**src/kbms_pkg.sv**
```systemverilog
// ----------------------------------------------------------------------------
// kbms_pkg: shared types and constants for the k-mer bottom-k sketch block
// Command format between the front and back ends, hash constants, state
// machine encodings and the residue letter tables.
// ----------------------------------------------------------------------------
`default_nettype none

package kbms_pkg;

  localparam int KMAX          = 32;
  localparam int KLEN_W        = 6;
  localparam int IDX_W         = 10;
  localparam int IN_W          = 24;
  localparam int OUT_W         = 136;
  localparam int SKETCH_DEFAULT = 1000;
  localparam int QDEPTH        = 2;
  localparam int QPTR_W        = 1;

  localparam logic [KLEN_W-1:0] KLEN_RESET = 6'd21;

  localparam logic [63:0] MM_C1    = 64'h87c37b91114253d5;
  localparam logic [63:0] MM_C2    = 64'h4cf5ad432745937f;
  localparam logic [63:0] MM_C3    = 64'h0000000052dce729;
  localparam logic [63:0] MM_C4    = 64'h0000000038495ab5;
  localparam logic [63:0] MM_F1    = 64'hff51afd7ed558ccd;
  localparam logic [63:0] MM_F2    = 64'hc4ceb9fe1a85ec53;
  localparam logic [63:0] MM_SEED  = 64'd42;
  localparam logic [63:0] ALL_ONES = 64'hFFFFFFFFFFFFFFFF;

  localparam logic [7:0] RESIDUE_MAX = 8'd20;

  localparam logic REG_KLEN = 1'b0;
  localparam logic REG_MODE = 1'b1;

  typedef enum logic [1:0] {
    OP_PUSH  = 2'd0,
    OP_START = 2'd1,
    OP_READ  = 2'd2,
    OP_NONE  = 2'd3
  } opcode_t;

  typedef enum logic [1:0] {
    CMD_SKIP,
    CMD_HASH,
    CMD_CLEAR,
    CMD_READ
  } cmd_kind_t;

  typedef struct packed {
    cmd_kind_t          kind;
    logic [IDX_W-1:0]   index;
    logic [KLEN_W-1:0]  len;
    logic [8*KMAX-1:0]  str;
  } cmd_t;

  typedef enum logic [2:0] {
    M_IDLE,
    M_LL,
    M_LH,
    M_HL,
    M_CROSS,
    M_SUM
  } mul_step_t;

  typedef enum logic [3:0] {
    H_IDLE,
    H_KEY,
    H_KM1,
    H_KM2,
    H_KMIX,
    H_RND1,
    H_RND2,
    H_RND3,
    H_FIN1,
    H_FIN2,
    H_FIN3,
    H_FX,
    H_FM1,
    H_FM2,
    H_SUM
  } hash_state_t;

  typedef enum logic [2:0] {
    B_IDLE,
    B_HASH,
    B_TOPCMP,
    B_SHRD,
    B_SHCMP,
    B_PLACE,
    B_RDWAIT,
    B_DONE
  } back_state_t;

  function automatic logic [7:0] dna_letter(input logic [1:0] c);
    logic [7:0] l;
    case (c)
      2'd0:    l = 8'h41;
      2'd1:    l = 8'h43;
      2'd2:    l = 8'h47;
      default: l = 8'h54;
    endcase
    return l;
  endfunction

  // Residue codes beyond the table read as the unknown residue.
  function automatic logic [7:0] protein_letter(input logic [7:0] c);
    logic [7:0] l;
    case (c)
      8'd0:    l = 8'h41;
      8'd1:    l = 8'h43;
      8'd2:    l = 8'h47;
      8'd3:    l = 8'h54;
      8'd4:    l = 8'h44;
      8'd5:    l = 8'h45;
      8'd6:    l = 8'h46;
      8'd7:    l = 8'h48;
      8'd8:    l = 8'h49;
      8'd9:    l = 8'h4B;
      8'd10:   l = 8'h4C;
      8'd11:   l = 8'h4D;
      8'd12:   l = 8'h4E;
      8'd13:   l = 8'h50;
      8'd14:   l = 8'h51;
      8'd15:   l = 8'h52;
      8'd16:   l = 8'h53;
      8'd17:   l = 8'h56;
      8'd18:   l = 8'h57;
      8'd19:   l = 8'h59;
      default: l = 8'h58;
    endcase
    return l;
  endfunction

endpackage

`default_nettype wire

```
**src/kbms_queue.sv**
```systemverilog
// ----------------------------------------------------------------------------
// kbms_queue: two-entry command queue between the front and back ends
// Lets the front take the next request while the back end is busy.
// ----------------------------------------------------------------------------
`default_nettype none

module kbms_queue (
  input  logic           clk,
  input  logic           rst,
  input  logic           push,
  input  kbms_pkg::cmd_t din,
  output logic           full,
  input  logic           pop,
  output kbms_pkg::cmd_t dout,
  output logic           empty
);
  import kbms_pkg::*;

  cmd_t              slots [QDEPTH];
  logic [QPTR_W-1:0] wptr, rptr;
  logic [QPTR_W:0]   fill;
  logic              do_push, do_pop;

  assign full    = (fill == (QPTR_W+1)'(QDEPTH));
  assign empty   = (fill == '0);
  assign do_push = push && !full;
  assign do_pop  = pop && !empty;
  assign dout    = slots[rptr];

  always_ff @(posedge clk) begin
    if (rst) begin
      wptr <= '0;
      rptr <= '0;
      fill <= '0;
    end else begin
      if (do_push) wptr <= wptr + 1'b1;
      if (do_pop) rptr <= rptr + 1'b1;
      if (do_push && !do_pop) fill <= fill + 1'b1;
      else if (do_pop && !do_push) fill <= fill - 1'b1;
    end
  end

  always_ff @(posedge clk) begin
    if (do_push) slots[wptr] <= din;
  end

endmodule

`default_nettype wire

```
**config.mk**
```make
export PLATFORM = sky130hd
export DESIGN_NAME = kbms_queue
export DESIGN_NICKNAME = d
export VERILOG_FILES = /design/src/kbms_pkg.sv /design/src/kbms_queue.sv
export SDC_FILE = /design/constraint.sdc
export NUM_CORES = 1
export LEC_CHECK = 0
export BUFFER_PORTS_ARGS = -buffer_cell sky130_fd_sc_hd__buf_4
export CORE_AREA = 2 2 217 219
export CTS_BUF_LIST = sky130_fd_sc_hd__clkbuf_16
export CTS_CLUSTER_SIZE = 30
export DETAILED_ROUTE_END_ITERATION = 10
export DIE_AREA = 0 0 219 221
export PLACE_DENSITY = 0.75
export SYNTH_ARGS = -nofsm -noshare
export SYNTH_HDL_FRONTEND = slang
export SYNTH_SLANG_ARGS = --single-unit
```
**constraint.sdc**
```tcl
create_clock -name clk -period 14.4 [get_ports clk]
set_input_delay 0.72 -clock clk [delete_from_list [all_inputs] [get_ports clk]]
set_output_delay 0.72 -clock clk [all_outputs]
set_load 0.005 [all_outputs]
```
[Yosys cells after proc, flatten, opt, wreduce, memory -nomap -nowiden]
Memories as Yosys holds them, arrays and structs flattened. A register that Yosys moved wholly into a read port is not among the register bits.
Index checks and enable logic that the tools add are counted.
Storage, ports and cells
  register bits after elaboration: 4
  bits in writable memories: 548
  input bits: 278
  output and inout port bits: 276
  memories kept: 1
Operators by class
  $add $sub $neg: 4
  equal/unequal tests: 1
  mux-type cells: 6
  reduce and logical (&&, ||, !) cells: 10
Memories
  slots: words 2, width 274, rd ports 1, clocked after memory_dff 1, wr ports 1, RTL line kbms_queue.sv:19  | cmd_t slots [QDEPTH];
Operator list (number)
  1-bit logical AND: 4
  1-bit logical NOT: 4
  1-bit two-way mux: 4
  2-bit two-way mux: 2
  1-bit adder, second input constant: 2
  2-bit by 1-bit adder with 2-bit output, second input constant: 1
  2-bit == test, second input constant: 1
  2-bit logical NOT: 1
  2-bit nonzero test: 1
  2-bit by 1-bit subtractor with 2-bit output, second input constant: 1

[Longest topological paths before layout]
  depth in word-level cells: 7
  depth in mapped cells: 6
  depth with buffers taken out: 6

[Least setup slack after synthesis]
No wires, ideal clock.
  path kind: input -> register
  start point: input push
  end point: memory slots[1][0] in the netlist's numbering, enable pin
  data arrival time: 7136 ps
  path slack: 6593 ps
  stages: 3
  path through: inv_1 > nor2_1 > and2_1
Between the ends
  word-level cells in the longest chain between the ends: 3
RTL lines
  start: declaration: RTL line kbms_queue.sv:10  | input logic push,
  1-bit logical AND: RTL line kbms_queue.sv:26  | assign do_push = push && !full;
  via do_push: RTL line kbms_queue.sv:22  | logic do_push, do_pop;
  1-bit two-way mux: RTL line kbms_queue.sv:44  | if (do_push) slots[wptr] <= din;
  1-bit two-way mux (not written as such): RTL line kbms_queue.sv:44
  end: declaration: RTL line kbms_queue.sv:19
The timed path passes the listed nets, and every way through them passes these cells.

==> summary.md <==
| Metric | Value |
|---|---|
| Status | `complete, no violations` |
| Initial antenna violation count | `2` |
| CP bufs+invs | `3` |
| Fmax | `219 MHz` |
| Die ar. | `48400 um2` |
| Router iterations before antenna repair | `7` |
| Slew Limit Fails | `0` |
| Minimum clock period | `4580 ps` |
| Layout cells sized above 1 | `0.609` |
| HP Class | `input pin to register` |
| Multi-input gate area in the final layout | `3200 um2` |
| Max Buffers Root-to-Sink | `3` |
| Asr flop ratio synth | `0` |
| Num CTS Buffers | `54` |
| Final hold vios | `0` |
| Sink Count | `553` |
| Buffers on Ports | `553` |
| DR vias/cell | `4.96` |
| Worst EP arrival | `3860 ps` |
| Std-Cell Rows | `79` |
| RR Startpoint | `fill[0]` |
| CP delay by family, top | `buffers and inverters` |
| DIE WIDTH | `219 um` |
| # diodes | `0` |
| # DRC | `0` |
| Setup CP Type | `register to output port` |
| Hold Startpoint | `din[74]` |
| Crit-path cells | `buf_4 -> buf_4 -> mux2_2 -> buf_4` |
| First-pass GRT wire length | `66000 um` |
| Post-synth EDFFs | `548` |
| DRT antenna net count | `0` |
| FF-to-FF End | `slots[1][165]` |
| Total number of vias | `10500` |
| Layout Area Growth over Synthesis | `32.2%` |
| Post-synth design cell area | `20100 um2` |
| H-tree depth | `2` |
| Hold Path Sink | `slots[1][74]` |
| Fin Clk Skew | `15.1 ps` |
| Worst slew margin | `0.228` |
| Top_reg_cell synth | `edfxtp_1` |
| GR Overflow Total | `0` |
| Starting Density | `0.436` |
| Worst-path cell with the longest stage delay | `dfxtp_4` |
| DR iter-0 viols | `709` |
| Setup TNS | `0 ps` |
| PostCTS Resize Cnt | `0` |
| Hold_buf cts | `0` |
| Setup violators final | `0` |
| Reg2reg path depth | `5` |
| Yosys top cell by area | `edfxtp_1` |
| Clock transition at path regs | `60 ps` |
| P per Cell Area | `174 nW/um2` |
| Slowest stage delay, CP | `860 ps` |
| Final core utilization | `0.576` |
| CTS tree | `yes` |
| Worst-skew pair later-pin latency | `570 ps` |
| Post-DP HPWL | `31500 um` |
| Post-synth top area share | `0.819` |
| Startpoint Class | `register` |
| Synth top area cells | `edfxtp_1 82%, mux2_2 15%, buf_6 1.6%` |
| Number of distinct library cells after synthesis | `14` |
| Critical path data required time | `13680 ps` |
| Sequential area share after synthesis | `0.824` |
| Clock root buffer | `clkbuf_16` |
| Die Span Y | `221 um` |
| RSZ-0062 raised after global routing | `no` |
| Largest net degree at the start of global routing | `145` |
| Peak VDD IR | `137 uV` |
| Ports | `554` |
| Mapped Nets | `1156` |
| Wire per inst | `21.5 um` |
| Synthesis-stage register bit count | `553` |
| Syn avg cell area | `22.9 um2` |
| Static leakage | `9.84 nW` |
| Post-CTS Setup Inserts | `0` |
| Max-Cap Viols | `0` |
| Nets | `1743` |
| Most used cell, CP | `buf_4` |
| Cells after Synth | `877` |
| Sequential cell area | `16600 um2` |
| R2R setup slack | `10790 ps` |
| Most numerous cell in the Yosys netlist | `edfxtp_1` |
| Crit path max fanout | `73` |
| Routed WL | `45500 um` |
| Commonest cells post-synth | `548 x edfxtp_1, 274 x mux2_2, 29 x buf_6, 5 x dfxtp_1, 5 x nor2_1` |
| Fill cells | `3452` |
| GPL Wtd Cong | `0.879` |
| Number of global-route vias before repair | `11100` |
| Hold Path Depth | `1` |
| Gr usage total | `0.183` |
| YS warnings | `0` |
| Final period utilization | `0.318` |
| Hold_ws | `327 ps` |
| Endpoint class of the critical path | `output port` |
| Slew @ Worst Pin | `1160 ps` |
| Core footprint | `46100 um2` |
-- cell type report --
cell class	instances	area share
timing repair buffer	561	0.159
inverter	2	0.000565
clock inverter	42	0.0144
sequential	553	0.624
tap	607	0.0286
multi-input combinational	292	0.120
clock buffer	57	0.0537
-- cell usage in the layout (no fill, tap or decap), drive strengths merged, types with 3 or more instances in the layout --
cell and instances:
xor2 3, o21ai 3, dfxtp 5, inv 15, clkbuf 57, clkinv 19
buf 561, bufinv 7, clkinvlp 3, mux2 274, nor2 5, edfxtp 548
-- flip-flops by register name, indices dropped and copies added, names as in the netlist, named ones only --
signal / count
wptr: 1
rptr: 1
slots: 548
fill: 2
-- routing by layer --
metal	vias to the layer above	GRT usage	routed length, um
met5	-	0	33
met4	4	0.0859	1910
met3	113	0.0720	4940
met2	498	0.306	22500
met1	5181	0.204	16200
li1	4679	-	-
-- through the flow --
step | setup slack (ps) | instance area, um2 | cells | power (mW)
6_report | 9820 | 26600 | 2114 | 4.61
5_1_grt | 9610 | 26600 | 2114 | 4.80
4_1_cts | 9750 | 26600 | 2114 | 4.66
3_5_place_dp | 10370 | 24700 | 2015 | 3.25
3_3_place_gp | 10440 | 24700 | 2015 | 3.22
2_1_floorplan | 6590 | 20100 | 877 | 2.74
-- power by group --
part           switching (mW)  internal [mW]  leakage [nW]  total (mW)
Clock                   0.571          0.839         0.924        1.41
Combinational           0.490          0.610          3.76        1.10
Sequential             0.0763           2.03          5.16        2.10
Total                    1.14           3.48          9.84        4.61
-- logic make-up after synthesis --
group           synth area share
compound gates           0.00125
fa+ha+maj               0.000623
xor+xnor                 0.00131
buf+inv                   0.0169
flops                      0.824
mux                        0.154
simple gates             0.00230
-- how the worst max path moves through the flow --
stage / end / slack [ps] / cells after the start
floorplan: slots[1][0] / 6590 / 3
global placement: slots[1][25] / 10440 / 6
detailed placement: slots[1][24] / 10370 / 6
CTS: dout[115] / 9750 / 4
global route: dout[218] / 9610 / 4
finish: dout[218] / 9820 / 4
No activity file was read; power rests on OpenSTA's default activity.
